$ cat src/rtl/ctsc_pkg.sv
`timescale 1ns / 1ps

package ctsc_pkg;

    // event codes, the fourth code is unused and changes nothing
    localparam logic [1:0] MODE_FWD   = 2'd0;
    localparam logic [1:0] MODE_BWD   = 2'd1;
    localparam logic [1:0] MODE_PRESS = 2'd2;

    // field select codes
    localparam logic [2:0] FIELD_YEAR   = 3'd0;
    localparam logic [2:0] FIELD_MONTH  = 3'd1;
    localparam logic [2:0] FIELD_DAY    = 3'd2;
    localparam logic [2:0] FIELD_HOUR   = 3'd3;
    localparam logic [2:0] FIELD_MINUTE = 3'd4;
    localparam logic [2:0] FIELD_SECOND = 3'd5;

    localparam logic [7:0] YEAR_MIN   = 8'd70;
    localparam logic [7:0] YEAR_MAX   = 8'd255;
    localparam logic [5:0] LOW_ZERO   = 6'd0;
    localparam logic [5:0] LOW_DAY    = 6'd1;
    localparam logic [5:0] MONTH_TOP  = 6'd11;
    localparam logic [5:0] DAY_TOP    = 6'd31;
    localparam logic [5:0] HOUR_TOP   = 6'd23;
    localparam logic [5:0] MINSEC_TOP = 6'd59;

    typedef struct packed {
        logic [7:0] year;
        logic [3:0] month;
        logic [4:0] day;
        logic [4:0] hour;
        logic [5:0] minute;
        logic [5:0] second;
    } t_time;

    typedef struct packed {
        logic [1:0] mode;
        logic [7:0] now_year;
        logic [3:0] now_month;
        logic [4:0] now_day;
        logic [4:0] now_hour;
        logic [5:0] now_minute;
        logic [5:0] now_second;
    } t_event;

    typedef struct packed {
        logic       in_setting;
        logic [2:0] field_sel;
        logic [7:0] set_year;
        logic [3:0] set_month;
        logic [4:0] set_day;
        logic [4:0] set_hour;
        logic [5:0] set_minute;
        logic [5:0] set_second;
        logic       commit;
    } t_result;

    // step up, anything past top goes back to low
    function automatic logic [5:0] wrap_up(input logic [5:0] v, input logic [5:0] low,
                                           input logic [5:0] top);
        logic [6:0] n;
        n = {1'b0, v} + 7'd1;
        return (n > {1'b0, top}) ? low : n[5:0];
    endfunction

    // step down, at or below low goes to top
    function automatic logic [5:0] wrap_down(input logic [5:0] v, input logic [5:0] low,
                                             input logic [5:0] top);
        return (v <= low) ? top : (v - 6'd1);
    endfunction

endpackage

$ cat src/rtl/ctsc_if.sv
`timescale 1ns / 1ps

interface ctsc_evt_if;
    logic               valid;
    logic               ready;
    ctsc_pkg::t_event   data;

    modport source (output valid, output data, input ready);
    modport sink   (input valid, input data, output ready);
endinterface

interface ctsc_res_if;
    logic               valid;
    logic               ready;
    ctsc_pkg::t_result  data;

    modport source (output valid, output data, input ready);
    modport sink   (input valid, input data, output ready);
endinterface

$ cat src/rtl/ctsc_step.sv
`timescale 1ns / 1ps

module ctsc_step (
    input  logic [2:0]      i_field,
    input  logic            i_forward,
    input  ctsc_pkg::t_time i_edit,
    output ctsc_pkg::t_time o_edit
);
    import ctsc_pkg::*;

    logic [5:0] w_month;
    logic [5:0] w_day;
    logic [5:0] w_hour;

    always_comb begin
        o_edit  = i_edit;
        w_month = 6'd0;
        w_day   = 6'd0;
        w_hour  = 6'd0;
        unique case (i_field)
            FIELD_YEAR: begin
                if (i_forward) begin
                    // saturates at the top
                    if (i_edit.year < YEAR_MAX) begin
                        o_edit.year = i_edit.year + 8'd1;
                    end
                end else begin
                    o_edit.year = (i_edit.year <= YEAR_MIN) ? YEAR_MIN : (i_edit.year - 8'd1);
                end
            end
            FIELD_MONTH: begin
                w_month = i_forward ? wrap_up({2'b00, i_edit.month}, LOW_ZERO, MONTH_TOP)
                                    : wrap_down({2'b00, i_edit.month}, LOW_ZERO, MONTH_TOP);
                o_edit.month = w_month[3:0];
            end
            FIELD_DAY: begin
                w_day = i_forward ? wrap_up({1'b0, i_edit.day}, LOW_DAY, DAY_TOP)
                                  : wrap_down({1'b0, i_edit.day}, LOW_DAY, DAY_TOP);
                o_edit.day = w_day[4:0];
            end
            FIELD_HOUR: begin
                w_hour = i_forward ? wrap_up({1'b0, i_edit.hour}, LOW_ZERO, HOUR_TOP)
                                   : wrap_down({1'b0, i_edit.hour}, LOW_ZERO, HOUR_TOP);
                o_edit.hour = w_hour[4:0];
            end
            FIELD_MINUTE: begin
                o_edit.minute = i_forward ? wrap_up(i_edit.minute, LOW_ZERO, MINSEC_TOP)
                                          : wrap_down(i_edit.minute, LOW_ZERO, MINSEC_TOP);
            end
            FIELD_SECOND: begin
                o_edit.second = i_forward ? wrap_up(i_edit.second, LOW_ZERO, MINSEC_TOP)
                                          : wrap_down(i_edit.second, LOW_ZERO, MINSEC_TOP);
            end
            default: begin
                o_edit = i_edit;
            end
        endcase
    end

endmodule

$ cat src/rtl/clock_time_setting_controller.sv
`timescale 1ns / 1ps

// Time-setting controller for a knob-driven clock. Each request carries a knob
// event (forward, backward, press) and the running clock time; each produces
// exactly one result carrying the mode, selected field, edited time and a
// commit strobe. A request can be accepted every cycle, and its result is in the
// output register in the cycle after it is taken. The only thing that holds off
// a new request is a result still sitting in that output register while the
// sink stalls; the edit state is updated in the same cycle the request is taken.

module clock_time_setting_controller (
    input  logic             i_clk,
    input  logic             i_rst_n,
    ctsc_evt_if.sink         i_evt,
    ctsc_res_if.source       o_res
);
    import ctsc_pkg::*;

    logic       r_setting;
    logic [2:0] r_field;
    t_time      r_edit;
    logic       r_out_valid;
    t_result    r_out;

    logic       n_setting;
    logic [2:0] n_field;
    t_time      n_edit;
    logic       n_commit;

    logic       w_in_ready;
    logic       w_accept;
    t_time      w_stepped;
    t_time      w_captured;

    assign w_in_ready  = !r_out_valid || o_res.ready;
    assign w_accept    = i_evt.valid && w_in_ready;
    assign i_evt.ready = w_in_ready;
    assign o_res.valid = r_out_valid;
    assign o_res.data  = r_out;

    assign w_captured.year   = i_evt.data.now_year;
    assign w_captured.month  = i_evt.data.now_month;
    assign w_captured.day    = i_evt.data.now_day;
    assign w_captured.hour   = i_evt.data.now_hour;
    assign w_captured.minute = i_evt.data.now_minute;
    assign w_captured.second = i_evt.data.now_second;

    ctsc_step u_step (
        .i_field   (r_field),
        .i_forward (i_evt.data.mode == MODE_FWD),
        .i_edit    (r_edit),
        .o_edit    (w_stepped)
    );

    always_comb begin
        n_setting = r_setting;
        n_field   = r_field;
        n_edit    = r_edit;
        n_commit  = 1'b0;
        if (w_accept) begin
            priority if (i_evt.data.mode == MODE_PRESS) begin
                priority if (!r_setting) begin
                    n_setting = 1'b1;
                    n_field   = FIELD_YEAR;
                    n_edit    = w_captured;
                end else if (r_field >= FIELD_SECOND) begin
                    n_setting = 1'b0;
                    n_commit  = 1'b1;
                end else begin
                    n_field = r_field + 3'd1;
                end
            end else if ((i_evt.data.mode == MODE_FWD || i_evt.data.mode == MODE_BWD)
                         && r_setting) begin
                n_edit = w_stepped;
            end else begin
                n_edit = r_edit;
            end
        end
    end

    always_ff @(posedge i_clk) begin
        if (!i_rst_n) begin
            r_setting    <= 1'b0;
            r_field      <= FIELD_YEAR;
            r_edit.year  <= YEAR_MIN;
            r_edit.month <= 4'd0;
            r_edit.day   <= 5'd1;
            r_edit.hour  <= 5'd0;
            r_edit.minute <= 6'd0;
            r_edit.second <= 6'd0;
            r_out_valid  <= 1'b0;
        end else begin
            r_setting <= n_setting;
            r_field   <= n_field;
            r_edit    <= n_edit;
            if (w_accept) begin
                r_out_valid <= 1'b1;
            end else if (o_res.ready) begin
                r_out_valid <= 1'b0;
            end
        end
    end

    always_ff @(posedge i_clk) begin
        if (w_accept) begin
            r_out.in_setting <= n_setting;
            r_out.field_sel  <= n_field;
            r_out.set_year   <= n_edit.year;
            r_out.set_month  <= n_edit.month;
            r_out.set_day    <= n_edit.day;
            r_out.set_hour   <= n_edit.hour;
            r_out.set_minute <= n_edit.minute;
            r_out.set_second <= n_edit.second;
            r_out.commit     <= n_commit;
        end
    end

endmodule

$ cat src/flat_wrapper.sv
// flat-port wrapper written by rule: the top's interface ports become plain ports
module clock_time_setting_controller_flat import ctsc_pkg::*;
  (i_clk, i_rst_n, i_evt_valid, i_evt_data, i_evt_ready, o_res_valid, o_res_data, o_res_ready);
  ctsc_evt_if i_evt_i ();
  ctsc_res_if o_res_i ();
  input  logic i_clk;
  input  logic i_rst_n;
  input wire logic [$bits(i_evt_i.valid)-1:0] i_evt_valid;
  input wire logic [$bits(i_evt_i.data)-1:0] i_evt_data;
  output wire logic [$bits(i_evt_i.ready)-1:0] i_evt_ready;
  output wire logic [$bits(o_res_i.valid)-1:0] o_res_valid;
  output wire logic [$bits(o_res_i.data)-1:0] o_res_data;
  input wire logic [$bits(o_res_i.ready)-1:0] o_res_ready;
  assign i_evt_i.valid = i_evt_valid;
  assign i_evt_i.data = i_evt_data;
  assign i_evt_ready = i_evt_i.ready;
  assign o_res_valid = o_res_i.valid;
  assign o_res_data = o_res_i.data;
  assign o_res_i.ready = o_res_ready;
  clock_time_setting_controller u_core (.i_clk(i_clk), .i_rst_n(i_rst_n), .i_evt(i_evt_i), .o_res(o_res_i));
endmodule
$ cat config.mk
export PLATFORM = sky130hd
export DESIGN_NAME = clock_time_setting_controller_flat
export DESIGN_NICKNAME = d
export VERILOG_FILES = /design/src/rtl/ctsc_pkg.sv /design/src/rtl/ctsc_if.sv /design/src/rtl/ctsc_step.sv /design/src/rtl/clock_time_setting_controller.sv /design/src/flat_wrapper.sv
export SDC_FILE = /design/constraint.sdc
export NUM_CORES = 1
export LEC_CHECK = 0
export BUFFER_PORTS_ARGS = -buffer_cell sky130_fd_sc_hd__buf_4
export CAP_MARGIN = 20
export CORE_MARGIN = 4
export CORE_UTILIZATION = 40
export DETAILED_ROUTE_END_ITERATION = 8
export GPL_ROUTABILITY_DRIVEN = 0
export PLACE_DENSITY = 0.56
export SLEW_MARGIN = 20
export SYNTH_ARGS = -nofsm -noshare
export SYNTH_HDL_FRONTEND = slang
export SYNTH_SLANG_ARGS = --single-unit
$ cat constraint.sdc
create_clock -name i_clk -period 3.27 [get_ports i_clk]
set_input_delay 0.327 -clock i_clk [delete_from_list [all_inputs] [get_ports i_clk]]
set_output_delay 0.327 -clock i_clk [all_outputs]
set_load 0.05 [all_outputs]
# After elaboration in Yosys (flattened, before gate mapping)
# Index checks and enable logic that the tools add are counted.
[classes] n_addsub=13 n_lt_le_gt_ge=13 n_eq_ne=7 muxes=39 reduce_logical=9
[op_table] op="2-to-1 mux 34 bit" n=4
[op_table] op="2-to-1 mux 6 bit" n=8
[op_table] op="2-to-1 mux 5 bit" n=8
[op_table] op="2-to-1 mux 8 bit" n=4
[op_table] op="2-to-1 mux 4 bit" n=4
[op_table] op="adder 6 x 1 -> 7 bit, second input constant" n=2
[op_table] op="> comparator 7 x 6 -> 1 bit, second input constant" n=2
[op_table] op="adder 5 x 1 -> 6 bit, second input constant" n=2
[op_table] op="> comparator 6 x 5 -> 1 bit, second input constant" n=2
[op_table] op="<= comparator 6 x 1 -> 1 bit, second input constant" n=2
[op_table] op="2-to-1 mux 3 bit" n=4
[op_table] op="subtractor 6 x 1 -> 6 bit, second input constant" n=2
[op_table] op="<= comparator 5 x 1 -> 1 bit, second input constant" n=2
[op_table] op="subtractor 5 x 1 -> 5 bit, second input constant" n=2
[op_table] op="adder 8 x 1 -> 8 bit, second input constant" n=1
[op_table] op="<= comparator 8 x 7 -> 1 bit, second input constant" n=1
[op_table] op="less-than comparator 8 bit, second input constant" n=1
[op_table] op="subtractor 8 x 1 -> 8 bit, second input constant" n=1
[op_table] op="2-to-1 mux 1 bit" n=7
[op_table] op="== test 3 x 2 -> 1 bit, second input constant" n=2
[op_table] op="== test 3 bit, second input constant" n=2
[op_table] op="adder 4 x 1 -> 5 bit, second input constant" n=1
[op_table] op="> comparator 5 x 4 -> 1 bit, second input constant" n=1
[op_table] op="<= comparator 4 x 1 -> 1 bit, second input constant" n=1
[op_table] op="other kinds (13)" n=15
[totals] ff_bits=78 input_bits=40 out_inout_bits=41 wordCells=99

# Depth between registers and ports, before layout
[logic_depth] word_depth=8 depth_mapped=10 ltp_nobuf=9

# Modules after synthesis
# Synthesis repeated with hierarchy kept, for this count alone.
[unflattened] hier_cells=640 area_unflattened_um2=5512.8
[by_module_without_submodules] module="clock_time_setting_controller" instances=1 cells_each=271 area_per_inst_um2=3169.3 seq_area_each_um2=1951.9
[by_module_without_submodules] module="ctsc_step" instances=1 cells_each=369 area_per_inst_um2=2343.5 seq_area_each_um2=0.0

# Least setup slack after synthesis
# OpenSTA, ideal clock, no wires.
[synth_path] path_kind="flip-flop to flip-flop" start="register u_core.r_out_valid (netlist: u_core.o_res.valid)" end="register u_core.r_out, in the netlist u_core.o_res.data[3], data pin" setup_ns=0.144 arrival_ns=3.090 t_required_ns=3.126 path_slack_ns=0.036 path_stages_with_launch=7 path_buffers=1 period_less_slack_ns=3.234 path_cell_list="dfxtp_1 > nand2b_1 > nand2_2 > clkinv_1 > clkbuf_1 > o2111ai_1 > nand2_1"
[synth_lines] item="start: declaration" line_no="clock_time_setting_controller.sv:22" text="logic r_out_valid;"
[synth_lines] item="start signal: assignment" line_no="clock_time_setting_controller.sv:91" text="r_out_valid <= 1'b0;"
[synth_lines] item="start signal: assignment" line_no="clock_time_setting_controller.sv:97" text="r_out_valid <= 1'b1;"
[synth_lines] item="start signal: assignment" line_no="clock_time_setting_controller.sv:99" text="r_out_valid <= 1'b0;"
[synth_lines] item="end: declaration" line_no="clock_time_setting_controller.sv:23" text="t_result r_out;"

==> results.md <==
* CTS Buf Count at 9
* Post_cts resized at 0
* Pre-antenna DRT Iters at 7
* Main synth FF type: edfxtp_1
* Yosys warns at 0
* Max stage delay cell, worst path: dfxtp_1
* HPWL after DPL at 11800 µm
* Layout cell share with drive strength beyond 1 at 19.9%
* Final Hold Fails at 0
* Period minus WS final at 2.54 ns
* Kind of critical path: flop to flop
* Max-Cap Viols at 0
* Cell variety after synth at 92
* Netlist Area Pre-Place at 5650 µm²
* Syn_area_per_cell at 8.68 µm²
* Worst-Margin Slew at 0.649 ns
* N_diodes at 0
* DP Area at 6270 µm²
* H-tree depth at 3
* Static leakage at 2.46 nW
* Number of vias per cell at 6.02
* Crit end category: flop
* TritonCTS clock tree: yes
* Hold_sp: i_evt_valid
* Critical path peak fanout at 11
* Slew Viols, Final at 0
* Root Driver: clkbuf_16
* WHS at 0.242 ns
* Clock insertion delay at the later pin of the skew report at 0.35 ns
* Clock slew at reported path FFs at 0.05 ns
* DRT Wirelength at 16900 µm
* Die Height at 127 µm
* Status: finished, final reports clean
* DP Worst Slack at 0.756 ns
* Met3 WL at 1080 µm
* Hold-fix buffers, CTS at 0
* Leading post-synthesis cells by cell area: edfxtp_1 21%, dfxtp_1 14%, ha_1 5.3%
* Cell taking the most area after synthesis: edfxtp_1
* Final Setup Violations at 0
* Highest layer used for signal routing: met4
* RSZ-0062 raised after global routing: no
* Ys async rst share at 0%
* R2r startpoint: u_core.r_edit[6]
* Startpoint Class: flop
* Vias at 5354
* FF+latch count, synth at 78
* Largest net degree at the start of global routing at 36
* Worst EP arrival at 2.64 ns
* Slowest stage delay, CP at 0.58 ns
* Core Box Area at 13900 µm²
* Area of all placed cells without fillers at 6550 µm²
* I/O Buffers at 80
* Clk buf depth at 2
* Met1 WL at 7440 µm
* CTS Sinks at 78
* Post-synth top area share at 20.7%
* P&R area growth vs syn at 16.0%
* Initial antenna violation count at 0
* Pwr/cell area at 413 nW/µm²
* Fin crit share at 77.6%
* Routed wl met2 at 8000 µm
* First-pass GRT wire length at 27000 µm
* Grt ovf at 0
* Worst path cell trace: ha_1 > a21boi_0 > o221ai_1 > a22oi_2 > and3_2 > a22oi_2 > o21ai_0 > a22o_1
* Die area at 16100 µm²
* Avg WL per Cell at 19.0 µm
* Hold Path Class: input port to flop
* Row cnt at 43
* Max IR drop VDD at 0.224 mV
* Syn Nets at 715
* IO Pins at 81
* Worst path required time at 3.37 ns
* Post-CTS setup buffers at 0
* DP Cell Count at 873
* Final worst setup slack at 0.732 ns
* Initial DRC count at 543
* Sequential share of the synthesized area at 34.6%
* Total Routing Usage GR at 21.0%
* Cell count after synthesis at 651
* Post-synth EDFFs at 39
* CP bufs+invs at 0
* Initial Util at 40.7%
* Max Fclk at 394 MHz
* Nets at 768
* Post-route insts no fill at 889
* Top delay family on crit path: compound AO/OA/AOI/OAI gates
* Fin Setup TNS at 0 ns
* Critical Path Start: u_core.r_edit[6]
* ANT nets after route at 0
* Rel. slew slack at 55.6%
* Most frequent CP cell: a22oi_2
* Residual DRC at 0
* Vias in the first global route at 5033
* Die X at 127 µm
* Worst Clk Skew at 0.00875 ns
-- logic make-up after synthesis --
group	share of synthesized area [%]
simple gates	21.8
compound gates	26.9
buf+inv	7.57
flops	34.6
fa+ha+maj	5.32
mux	2.52
xor+xnor	1.40
-- path summary, 6_finish.rpt --
check             depth (start not counted)                     to  slack (ns)
hold / removal                            3     u_core.o_res.valid        0.24
hold reg to reg                           2      u_core.r_field[1]        0.57
setup reg to reg                          8  u_core.o_res.data[11]        0.73
setup / recovery                          8  u_core.o_res.data[11]        0.73
-- worst register-to-register path, stage by stage (launching register included) --
cell and delay, ns:
dfxtp_1 0.58, ha_1 0.31, a21boi_0 0.11, o221ai_1 0.26
a22oi_2 0.10, and3_2 0.24, a22oi_2 0.30, o21ai_0 0.15
a22o_1 0.25
-- cell usage after synthesis, types with 6 or more instances --
library cell  instances
nand2_1              59
a21oi_1              50
o21ai_0              42
dfxtp_1              39
edfxtp_1             39
nor2_1               33
inv_1                29
and2_1               27
clkbuf_1             24
ha_1                 24
nor3_1               24
nand3_1              22
a31oi_1              14
o22ai_1              13
mux2i_1              12
buf_2                 9
nand2b_1              8
or3_1                 8
a221oi_1              6
clkbuf_8              6
-- metal layers --
| metal | vias up | global-route usage, % |
|---|---|---|
| met2 | 204 | 34.5 |
| met4 | 0 | 8.01 |
| met3 | 22 | 3.03 |
| li1 | 2554 | - |
| met5 | - | 0 |
| met1 | 2574 | 28.1 |
-- flip-flops by register name, summed over array words and instances, names as in the netlist --
signal and cells:
u_core.o_res.valid 1, u_core.r_setting 1, u_core.r_field 3, u_core.r_edit 34
u_core.o_res.data 39
-- area by class of cell --
| type | count | area [µm²] |
|---|---|---|
| repair buffers | 94 | 706 |
| clock inverters | 1 | 5.00 |
| multi-input cells | 490 | 3270 |
| flip-flops and latches | 78 | 1950 |
| clock buffers | 15 | 278 |
| fillers | 1408 | 7330 |
| inverters | 31 | 116 |
| well taps | 180 | 225 |
-- per-stage QoR --
| stage | power, mW | utilization [%] |
|---|---|---|
| 2_1_floorplan | 1.56 | - |
| 3_3_place_gp | 1.74 | 45.2 |
| 3_5_place_dp | 1.74 | 45.2 |
| 4_1_cts | 2.72 | 47.2 |
| 5_1_grt | 2.82 | 47.2 |
| 6_report | 2.70 | 47.2 |
-- layout by cell type (no fill, tap or decap), types with 13 or more instances in the layout --
| master | synthesis | final |
|---|---|---|
| nor3_1 | 24 | 24 |
| o22ai_1 | 13 | 13 |
| nand3_1 | 22 | 22 |
| nand2_1 | 59 | 59 |
| buf_4 | 5 | 94 |
| inv_1 | 29 | 29 |
| edfxtp_1 | 39 | 39 |
| o21ai_0 | 42 | 42 |
| a31oi_1 | 14 | 14 |
| ha_1 | 24 | 24 |
| dfxtp_1 | 39 | 38 |
| nor2_1 | 33 | 33 |
| and2_1 | 27 | 27 |
| a21oi_1 | 50 | 50 |
-- power by group --
group | internal [mW] | leakage (nW) | switching, mW
clock | 0.576 | 0.140 | 0.403
combinational | 0.205 | 1.62 | 0.368
sequential | 1.09 | 0.703 | 0.0626
total | 1.87 | 2.46 | 0.834
Note: power is estimated with default switching activity, not from simulation.
